File: config.mk
export PLATFORM = sky130hd
export DESIGN_NAME = java_lcg_random_generator
export DESIGN_NICKNAME = d
export VERILOG_FILES = /design/src/design/jlcg_pkg.sv /design/src/design/jlcg_mul.sv /design/src/design/jlcg_div.sv /design/src/design/java_lcg_random_generator.sv
export VERILOG_INCLUDE_DIRS = /design/src /design/src/design
export SDC_FILE = /design/constraint.sdc
export NUM_CORES = 2
export LEC_CHECK = 0
export BUFFER_PORTS_ARGS = -buffer_cell sky130_fd_sc_hd__buf_4
export CAP_MARGIN = 20
export CORE_MARGIN = 3
export CORE_UTILIZATION = 65
export CTS_CLUSTER_SIZE = 24
export DETAILED_ROUTE_END_ITERATION = 8
export PLACE_DENSITY = 0.79
export SLEW_MARGIN = 25
export SYNTH_ARGS = -nofsm -noshare
export SYNTH_HDL_FRONTEND = slang
export SYNTH_SLANG_ARGS = --single-unit
File: constraint.sdc
create_clock -name clk_i -period 8.8 [get_ports clk_i]
set_input_delay 1.32 -clock clk_i [delete_from_list [all_inputs] [get_ports clk_i]]
set_output_delay 1.32 -clock clk_i [all_outputs]
set_load 0.01 [all_outputs]
File: src/design/java_lcg_random_generator_assert.svh
// Assertion macros used by the generator top level.
`ifndef JAVA_LCG_RANDOM_GENERATOR_ASSERT_SVH
`define JAVA_LCG_RANDOM_GENERATOR_ASSERT_SVH

// The consequent must hold in the same cycle as the antecedent.
`define JLCG_ASSERT_IMP(lbl, clk, rstn, ante, cons, msg) \
  lbl: assert property (@(posedge clk) disable iff (!rstn) (ante) |-> (cons)) \
    else $error(msg);

// The consequent must hold in the cycle after the antecedent.
`define JLCG_ASSERT_NXT(lbl, clk, rstn, ante, cons, msg) \
  lbl: assert property (@(posedge clk) disable iff (!rstn) (ante) |=> (cons)) \
    else $error(msg);

`endif

File: src/design/jlcg_pkg.sv
// Package with constants and payload types of the 48-bit LCG generator.
`default_nettype none

package jlcg_pkg;

  localparam logic [47:0] LCG_MULT = 48'h0005_DEEC_E66D;
  localparam logic [47:0] LCG_ADD  = 48'd11;

  // The multiplier constant padded to a whole number of 2-bit digits.
  localparam int unsigned MUL_DIGIT_W = 2;
  localparam int unsigned MUL_STEPS   = 18;
  localparam logic [MUL_DIGIT_W*MUL_STEPS-1:0] LCG_MULT_PAD = 36'h5_DEEC_E66D;

  localparam int unsigned DIV_STEPS = 31;

  localparam logic [1:0] OP_INT    = 2'd0;
  localparam logic [1:0] OP_DOUBLE = 2'd1;
  localparam logic [1:0] OP_PAIR   = 2'd2;
  localparam logic [1:0] OP_UNUSED = 2'd3;

  typedef struct packed {
    logic [1:0]  operation;
    logic [30:0] bound;
  } in_item_t;

  typedef struct packed {
    logic [52:0] value;
    logic        ok;
    logic        last;
  } out_item_t;

endpackage

`default_nettype wire

File: src/design/jlcg_mul.sv
// Iterative LCG step unit: state * multiplier + increment, two multiplier bits a cycle.
`default_nettype none

module jlcg_mul (
  input  logic        clk_i,
  input  logic        rst_ni,
  input  logic        start_i,
  input  logic [47:0] state_i,
  output logic        done_o,
  output logic [47:0] result_o
);

  logic        busy_q;
  logic        done_q;
  logic [4:0]  cnt_q;
  logic [47:0] sh_q;
  logic [47:0] acc_q;
  logic [1:0]  digit;
  logic [47:0] acc_d;

  assign digit = jlcg_pkg::LCG_MULT_PAD[{cnt_q, 1'b0} +: 2];
  assign acc_d = acc_q + ({48{digit[0]}} & sh_q) + ({48{digit[1]}} & {sh_q[46:0], 1'b0});

  always_ff @(posedge clk_i or negedge rst_ni) begin
    if (!rst_ni) begin
      busy_q <= 1'b0;
      done_q <= 1'b0;
      cnt_q  <= '0;
    end else begin
      done_q <= 1'b0;
      if (start_i) begin
        busy_q <= 1'b1;
        cnt_q  <= '0;
      end else if (busy_q) begin
        cnt_q <= cnt_q + 5'd1;
        if (cnt_q == 5'(jlcg_pkg::MUL_STEPS - 1)) begin
          busy_q <= 1'b0;
          done_q <= 1'b1;
        end
      end
    end
  end

  // Product bits above 47 fall away, which gives the modulo 2^48 for free.
  always_ff @(posedge clk_i) begin
    if (start_i) begin
      sh_q  <= state_i;
      acc_q <= jlcg_pkg::LCG_ADD;
    end else if (busy_q) begin
      sh_q  <= {sh_q[45:0], 2'b00};
      acc_q <= acc_d;
    end
  end

  assign done_o   = done_q;
  assign result_o = acc_q;

endmodule

`default_nettype wire

File: src/design/jlcg_div.sv
// Restoring remainder unit for a 31-bit draw and a 31-bit bound, one bit a cycle.
`default_nettype none

module jlcg_div (
  input  logic        clk_i,
  input  logic        rst_ni,
  input  logic        start_i,
  input  logic [30:0] dividend_i,
  input  logic [30:0] divisor_i,
  output logic        done_o,
  output logic [30:0] rem_o
);

  logic        busy_q;
  logic        done_q;
  logic [4:0]  cnt_q;
  logic [30:0] dvd_q;
  logic [30:0] rem_q;
  logic [31:0] trial;
  logic        ge;
  logic [31:0] diff;
  logic [30:0] rem_d;

  assign trial = {rem_q, dvd_q[30]};
  assign ge    = trial >= {1'b0, divisor_i};
  assign diff  = trial - {1'b0, divisor_i};
  // The partial remainder always stays below the divisor, so 31 bits hold it.
  assign rem_d = ge ? diff[30:0] : trial[30:0];

  always_ff @(posedge clk_i or negedge rst_ni) begin
    if (!rst_ni) begin
      busy_q <= 1'b0;
      done_q <= 1'b0;
      cnt_q  <= '0;
    end else begin
      done_q <= 1'b0;
      if (start_i) begin
        busy_q <= 1'b1;
        cnt_q  <= '0;
      end else if (busy_q) begin
        cnt_q <= cnt_q + 5'd1;
        if (cnt_q == 5'(jlcg_pkg::DIV_STEPS - 1)) begin
          busy_q <= 1'b0;
          done_q <= 1'b1;
        end
      end
    end
  end

  always_ff @(posedge clk_i) begin
    if (start_i) begin
      dvd_q <= dividend_i;
      rem_q <= '0;
    end else if (busy_q) begin
      dvd_q <= {dvd_q[29:0], 1'b0};
      rem_q <= rem_d;
    end
  end

  assign done_o = done_q;
  assign rem_o  = rem_q;

endmodule

`default_nettype wire

File: src/design/java_lcg_random_generator.sv
// Top level of the 48-bit LCG random generator, bit-exact with the common library generator.
// Each state step runs on an iterative multiplier; a draw below a power-of-two bound
// then takes a 31x31 product in the power-of-two state, and any other bound a remainder
// pass plus a check, with a new state step and remainder pass whenever the draw is
// rejected. A pair draws two integers and a double takes two state steps. A zero bound
// on an integer or pair item, or an unused operation code, yields one result with ok low.
// The input is stalled for the whole of an item; the result register lets the next
// item in while the last result still waits. Writing the seed reloads the state, but a
// state step that finishes together with the write takes precedence.
`default_nettype none

`include "java_lcg_random_generator_assert.svh"

module java_lcg_random_generator (
  input  logic                clk_i,
  input  logic                rst_ni,
  input  logic                seed_we_i,
  input  logic signed [31:0]  seed_wdata_i,
  input  logic                in_valid_i,
  output logic                in_stall_o,
  input  jlcg_pkg::in_item_t  in_data_i,
  output logic                out_valid_o,
  input  logic                out_stall_i,
  output jlcg_pkg::out_item_t out_data_o
);

  typedef enum logic [2:0] {
    S_IDLE,
    S_STEP,
    S_POW,
    S_DIV,
    S_EMIT
  } state_e;

  state_e              state_q;
  logic [47:0]         lcg_q;
  logic [1:0]          op_q;
  logic [30:0]         bound_q;
  logic                pow2_q;
  logic                pair_first_q;
  logic                dbl_lo_q;
  logic [25:0]         hi_q;
  logic [30:0]         bits_q;
  logic [52:0]         res_q;
  logic                ok_q;
  logic                last_q;
  logic                step_go_q;
  logic                div_go_q;
  logic                out_valid_q;
  jlcg_pkg::out_item_t out_q;

  logic        step_done;
  logic [47:0] step_res;
  logic        div_done;
  logic [30:0] div_rem;
  logic [61:0] pow_prod;
  logic [32:0] chk;
  logic        reject;
  logic        in_pow2;
  logic [47:0] seed_state;

  jlcg_mul u_mul (
    .clk_i    (clk_i),
    .rst_ni   (rst_ni),
    .start_i  (step_go_q),
    .state_i  (lcg_q),
    .done_o   (step_done),
    .result_o (step_res)
  );

  jlcg_div u_div (
    .clk_i      (clk_i),
    .rst_ni     (rst_ni),
    .start_i    (div_go_q),
    .dividend_i (bits_q),
    .divisor_i  (bound_q),
    .done_o     (div_done),
    .rem_o      (div_rem)
  );

  assign seed_state = {{16{seed_wdata_i[31]}}, seed_wdata_i} ^ jlcg_pkg::LCG_MULT;
  assign in_pow2    = (in_data_i.bound & (in_data_i.bound - 31'd1)) == 31'd0;
  assign pow_prod   = {31'd0, bound_q} * {31'd0, bits_q};

  // A draw is rejected when draw - remainder + bound - 1 reaches 2^31.
  assign chk    = {2'b00, bits_q} - {2'b00, div_rem} + {2'b00, bound_q} - 33'd1;
  assign reject = chk[32] | chk[31];

  always_ff @(posedge clk_i or negedge rst_ni) begin
    if (!rst_ni) begin
      state_q      <= S_IDLE;
      lcg_q        <= jlcg_pkg::LCG_MULT;
      pair_first_q <= 1'b0;
      dbl_lo_q     <= 1'b0;
      step_go_q    <= 1'b0;
      div_go_q     <= 1'b0;
      out_valid_q  <= 1'b0;
    end else begin
      step_go_q <= 1'b0;
      div_go_q  <= 1'b0;
      if (out_valid_q && !out_stall_i) begin
        out_valid_q <= 1'b0;
      end
      if (seed_we_i) begin
        lcg_q <= seed_state;
      end
      case (state_q)
        S_IDLE: begin
          if (in_valid_i) begin
            op_q         <= in_data_i.operation;
            bound_q      <= in_data_i.bound;
            pow2_q       <= in_pow2;
            pair_first_q <= in_data_i.operation == jlcg_pkg::OP_PAIR;
            dbl_lo_q     <= 1'b0;
            if (in_data_i.operation == jlcg_pkg::OP_DOUBLE) begin
              step_go_q <= 1'b1;
              state_q   <= S_STEP;
            end else if (in_data_i.operation == jlcg_pkg::OP_UNUSED ||
                         in_data_i.bound == 31'd0) begin
              res_q   <= '0;
              ok_q    <= 1'b0;
              last_q  <= 1'b1;
              state_q <= S_EMIT;
            end else begin
              step_go_q <= 1'b1;
              state_q   <= S_STEP;
            end
          end
        end
        S_STEP: begin
          if (step_done) begin
            lcg_q <= step_res;
            if (op_q == jlcg_pkg::OP_DOUBLE) begin
              if (!dbl_lo_q) begin
                hi_q      <= step_res[47:22];
                dbl_lo_q  <= 1'b1;
                step_go_q <= 1'b1;
              end else begin
                res_q   <= {hi_q, step_res[47:21]};
                ok_q    <= 1'b1;
                last_q  <= 1'b1;
                state_q <= S_EMIT;
              end
            end else begin
              bits_q <= step_res[47:17];
              if (pow2_q) begin
                state_q <= S_POW;
              end else begin
                div_go_q <= 1'b1;
                state_q  <= S_DIV;
              end
            end
          end
        end
        S_POW: begin
          res_q   <= {22'd0, pow_prod[61:31]};
          ok_q    <= 1'b1;
          last_q  <= !pair_first_q;
          state_q <= S_EMIT;
        end
        S_DIV: begin
          if (div_done) begin
            if (reject) begin
              step_go_q <= 1'b1;
              state_q   <= S_STEP;
            end else begin
              res_q   <= {22'd0, div_rem};
              ok_q    <= 1'b1;
              last_q  <= !pair_first_q;
              state_q <= S_EMIT;
            end
          end
        end
        S_EMIT: begin
          if (!out_valid_q || !out_stall_i) begin
            out_valid_q <= 1'b1;
            out_q.value <= res_q;
            out_q.ok    <= ok_q;
            out_q.last  <= last_q;
            if (last_q) begin
              state_q <= S_IDLE;
            end else begin
              // The first result of a pair is out; draw the second one.
              pair_first_q <= 1'b0;
              step_go_q    <= 1'b1;
              state_q      <= S_STEP;
            end
          end
        end
        default: begin
          state_q <= S_IDLE;
        end
      endcase
    end
  end

  assign in_stall_o  = state_q != S_IDLE;
  assign out_valid_o = out_valid_q;
  assign out_data_o  = out_q;

  `JLCG_ASSERT_IMP(a_step_done_in_step, clk_i, rst_ni, step_done, state_q == S_STEP, "step unit finished outside the step state")
  `JLCG_ASSERT_IMP(a_div_done_in_div, clk_i, rst_ni, div_done, state_q == S_DIV, "remainder unit finished outside the division state")
  `JLCG_ASSERT_IMP(a_fail_is_zero, clk_i, rst_ni, out_valid_o && !out_data_o.ok, out_data_o.value == 53'd0 && out_data_o.last, "failed result not zero or not final")
  `JLCG_ASSERT_IMP(a_first_is_ok, clk_i, rst_ni, out_valid_o && !out_data_o.last, out_data_o.ok && out_data_o.value[52:31] == 22'd0, "first pair result not a valid integer")
  `JLCG_ASSERT_NXT(a_go_starts_unit, clk_i, rst_ni, step_go_q, !step_done && state_q == S_STEP, "step start did not hold the step state")

endmodule

`default_nettype wire
# Yosys cells after proc, flatten, opt, wreduce, memory -nomap -nowiden
# Index checks and enable logic that the tools add are counted.
dict set report op_classes {
  multipliers 1
  reduce_logical 23
  shift 1
  n_eq_ne 21
  magnitude_cmp 1
  muxes 86
  bitwise_logic 7
  addsub 9
}
# op n
set ops {}
lappend ops {{$mux W53} 8}
lappend ops {{$mux W48} 5}
lappend ops {{$pmux W53 S4} 1}
lappend ops {{$add A48 B48 Y48} 2}
lappend ops {{$and A48 B48 Y48} 2}
lappend ops {{$mux W31} 3}
lappend ops {{$logic_not A31 Y1} 2}
lappend ops {{$mul A31 B31 Y62} 1}
lappend ops {{$mux W1} 50}
lappend ops {{$shiftx A36 B7 Y2 const A} 1}
lappend ops {{$add A32 B32 Y33} 1}
lappend ops {{$sub A33 B1 Y33 const B} 1}
lappend ops {{$ge A32 B31 Y1} 1}
lappend ops {{$sub A31 B31 Y32} 1}
lappend ops {{$and A31 B31 Y31} 1}
lappend ops {{$sub A31 B1 Y31 const B} 1}
lappend ops {{$sub A31 B31 Y31} 1}
lappend ops {{$mux W3} 9}
lappend ops {{$not A23 Y23} 1}
lappend ops {{$mux W5} 4}
lappend ops {{$ne A2 B2 Y1 const B} 8}
lappend ops {{$pmux W3 S5} 1}
lappend ops {{$pmux W1 S4} 3}
lappend ops {{$reduce_and A4 Y1} 3}
lappend ops {{22 further kinds} 38}
dict set report word_totals {
  reg_bits 429
}

# Logic depth before layout (Yosys ltp)
dict set report logic_depth {
  ltp_word 7
  depth_mapped 27
  ltp_nobuf 26
}

# By module
# From an unflattened synthesis, not the netlist that was laid out.
dict set report hier_totals {
  cells_unflattened 5915
  area_unflattened_um2 56793.2
}
# module area_each_um2 cells_per_inst seq_area_each_um2 instances
set modules_own_cells {}
lappend modules_own_cells {java_lcg_random_generator 43207.7 4477 7465.9 1}
lappend modules_own_cells {jlcg_mul 8604.5 881 2577.5 1}
lappend modules_own_cells {jlcg_div 4981.0 557 1726.7 1}

# Least setup slack after synthesis
# OpenSTA, ideal clock, no wires.
dict set report synth_path {
  kind {reg-to-reg}
  startpoint {reg bits_q[17]}
  endpoint {reg res_q[29], data pin}
  setup_slack_ns 1.573
  stages_incl_launch_ff 26
  arrival_time_ns 6.957
  n_path_buf 1
  cell_sequence {edfxtp_1 clkbuf_1 and2_1 fa_1 inv_1 fa_1 inv_1 fa_1 inv_1 fa_1 inv_1 fa_1 fa_1 fa_1 fa_1 ha_1 and3_1 nand3_1 nor4_1 o21ai_1 or3_1 nand2_1 o211ai_1 a2111oi_2 o21a_1 o32ai_2}
}
dict set report synth_between {
  elab_chain_cells 2
}
# element line_no
set synth_lines {}
lappend synth_lines {{start, declared} java_lcg_random_generator.sv:43} ;# logic [30:0] bits_q;
lappend synth_lines {{start signal, assigned} java_lcg_random_generator.sv:145} ;# bits_q <= step_res[47:17];
lappend synth_lines {{$mul A31 B31 Y62} java_lcg_random_generator.sv:83} ;# assign pow_prod = {31'd0, bound_q} * {31'd0, bits_q};
lappend synth_lines {{$pmux W53 S4} java_lcg_random_generator.sv:107} ;# case (state_q)
lappend synth_lines {{end signal, assigned} java_lcg_random_generator.sv:139} ;# res_q <= {hi_q, step_res[47:21]};
lappend synth_lines {{end signal, assigned} java_lcg_random_generator.sv:156} ;# res_q <= {22'd0, pow_prod[61:31]};
lappend synth_lines {{end signal, assigned} java_lcg_random_generator.sv:167} ;# res_q <= {22'd0, div_rem};
lappend synth_lines {{end, declared} java_lcg_random_generator.sv:44} ;# logic [52:0] res_q;
# Every way passes these cells.
# A chain may end at the register's enable or synchronous reset.

# Worst setup path after layout
dict set report layout_path {
  startpoint {reg bits_q[16]}
  endpoint {reg res_q[28], data pin}
}
# Same word-level chain as after synthesis.

==> out/qor.txt <==
Cells after DPL: 6913
Routed vias/inst: 5.95
CP required: 9160 ps
Status: complete, no violations
Cell count after synthesis: 5825
TritonCTS Buffers: 49
Share of cells above drive strength 1: 8.22%
Post-synthesis sequential area ratio: 21.1%
Synth cell types: 82
First-pass GRT wire length: 243000 µm
Crit path DAT: 8800 ps
Synth warn: 0
Remaining antenna violation count after routing: 0
GRT Total Usage: 34.9%
Largest net degree at the start of global routing: 66
Max Cap Violations: 0
Hold_ws: 419 ps
Flops & latches, synth: 429
Slew @ Worst Pin: 1130 ps
Top FF cell, synth: edfxtp_1
Final setup fails: 0
Netlist Area Pre-Place: 0.0557 mm²
CP startpoint kind: flop
Vias in the first global route: 43.9k
Post-CTS sizing: 0
Clk pin slew, worst setup/hold paths: 60 ps
Row count: 106
Final Hold Viols: 0
Grt total ovfl: 0
Synth area leaders: fa_1, edfxtp_1, ha_1, inv_1, and2_1
Clock Skew: 42.3 ps
CTS hold repair buffers: 0
Async SR Flop Fraction: 16.3%
Final Max Slew Viols: 0
EDFF count, synth: 280
Port-buffer cells: 126
Initial Utilization: 66.1%
Non-filler cells, final: 7009
Die area: 0.0893 mm²
Area Growth Syn to Fin: 7.35%
Hold Crit Class: flop to flop
Period utilisation layout: 95.9%
Root buf cell: clkbuf_16
DR vias: 41.7k
Kind of end point of the critical path: flop
TNS Setup: 0 ps
CTS tree: built
I/O pin cnt: 127
Routed len/inst: 21.6 µm
Syn Nets: 7208
RSZ-0062 raised after global routing: false
Drt drc: 0
Drt first pass iters: 7
Die Span X: 299 µm
Slew headroom: 24.9%
Count leader, synth: inv_1
Initial antenna violation count: 1
Peak Freq: 118 MHz
Die Height: 299 µm
Synth top cells by count: inv_1, fa_1, nand2_1, and2_1, ha_1
First DRT Iteration DRCs: 3439
Area leader, netlist: fa_1
Clock Latency Late Sink: 630 ps
Final #Nets: 7216
CTS HTree Levels: 2
Detailed placement HPWL: 121000 µm
Placeable Area: 0.0842 mm²
Longest Clk Path Bufs: 3
Setup Crit Path Kind: flop to flop
Crit-path max FO: 18
Tmin final: 8440 ps
# Post-CTS Setup Buffers: 0
Syn Area/Cell: 9.56 µm²
Setup WS post-layout: 359 ps
Post-synth top area share: 31.8%
Total Routed Length: 151000 µm
GP Congestion: 0.968
Pre-CTS setup slack: 509 ps
Clock sinks: 429
## flip-flops by register name, indices dropped and copies added, names as in the netlist, 2 cells and up
name and cells:
u_div.rem_o 31, u_mul.sh_q 48, hi_q 26, out_data_o 55, op_q 2, res_q 53
bits_q 31, state_q 3, u_div.dvd_q 31, lcg_q 48, u_div.cnt_q 5, u_mul.cnt_q 5
bound_q 31, u_mul.result_o 48
## final cells by class
cell class	instances	area, µm²
multi-input combinational	4024	38800
fill	6343	24400
sequential	429	11800
inverter	1078	4050
timing repair buffer	251	1940
tap	1134	1420
clock buffer	59	1350
clock inverter	33	449
antenna	1	2.50
## through the flow
step                instance area [µm²]  util (%)
detailed placement                58000      68.8
global route                      59800      71.0
CTS                               59800      71.0
floorplan                         55700         -
global placement                  57900      68.8
finish                            59800      71.0
## per-layer routing
| metal | GRT usage [%] | part of all wire (%) | vias up |
|---|---|---|---|
| li1 | - | - | 18400 |
| met1 | 46.4 | 39 | 21000 |
| met2 | 57.0 | 47 | 1840 |
| met3 | 5.74 | 8.4 | 381 |
| met4 | 15.2 | 5.4 | 0 |
| met5 | 0 | 0 | - |
## cell usage in the layout, fill, tap and decap left out, drive strengths merged, types with 9 or more instances in the layout
master and count:
and2 523, xor2 62, o21ai 169, nor2 195, a21o 108, and3 19
o21a 18, buf 251, clkbuf 59, a22oi 25, edfxtp 280, a31oi 27
o22ai 21, xnor2 72, o31ai 10, nand4 39, dfstp 23, or3 11
ha 428, dfrtp 47, clkinv 16, nor4 13, mux2i 50, a221oi 13
nand2 732, nor2b 26, a211oi 39, and4 9, fa 885, dfxtp 79
o211ai 32, o21bai 18, nand2b 26, inv 1081, a21oi 206, nor3 37
nand3 34, mux2 78
## critical path: stages, from the launching register on
cell and delay [ps]:
edfxtp_1 980, buf_4 360, nand2_1 100, fa_1 540, fa_1 550, inv_1 50
fa_1 480, fa_1 600, fa_1 470, fa_1 470, fa_1 540, inv_1 60
fa_1 470, inv_1 40, ha_1 450, nand2_1 180, or3_1 420, o21a_1 200
o21ai_0 150, a21o_1 250, a21oi_1 170, o31ai_1 310, xnor2_1 230, o21ai_0 120
## path summary, 6_finish.rpt
kind	startpoint	to	slack [ps]	cells after the start
worst max-delay path	bits_q[16]	res_q[28]	360	23
worst min-delay path	res_q[1]	out_data_o[3]	420	0
worst max register to register	bits_q[16]	res_q[28]	360	23
worst min register to register	res_q[1]	out_data_o[3]	420	0
max in group asynchronous	rst_ni	u_mul.busy_q	7130	2
min in group asynchronous	rst_ni	lcg_q[45]	570	1
## logic make-up after synthesis
group | share of synthesized area (%)
mux | 2.52
flops | 21.1
buf+inv | 9.27
simple gates | 14.7
fa+ha+maj | 41.5
xor+xnor | 2.11
compound gates | 8.71
Power is left out: the tool's default activity adds up to more than one toggle a clock period on the data nets, which glitch-free logic cannot reach.
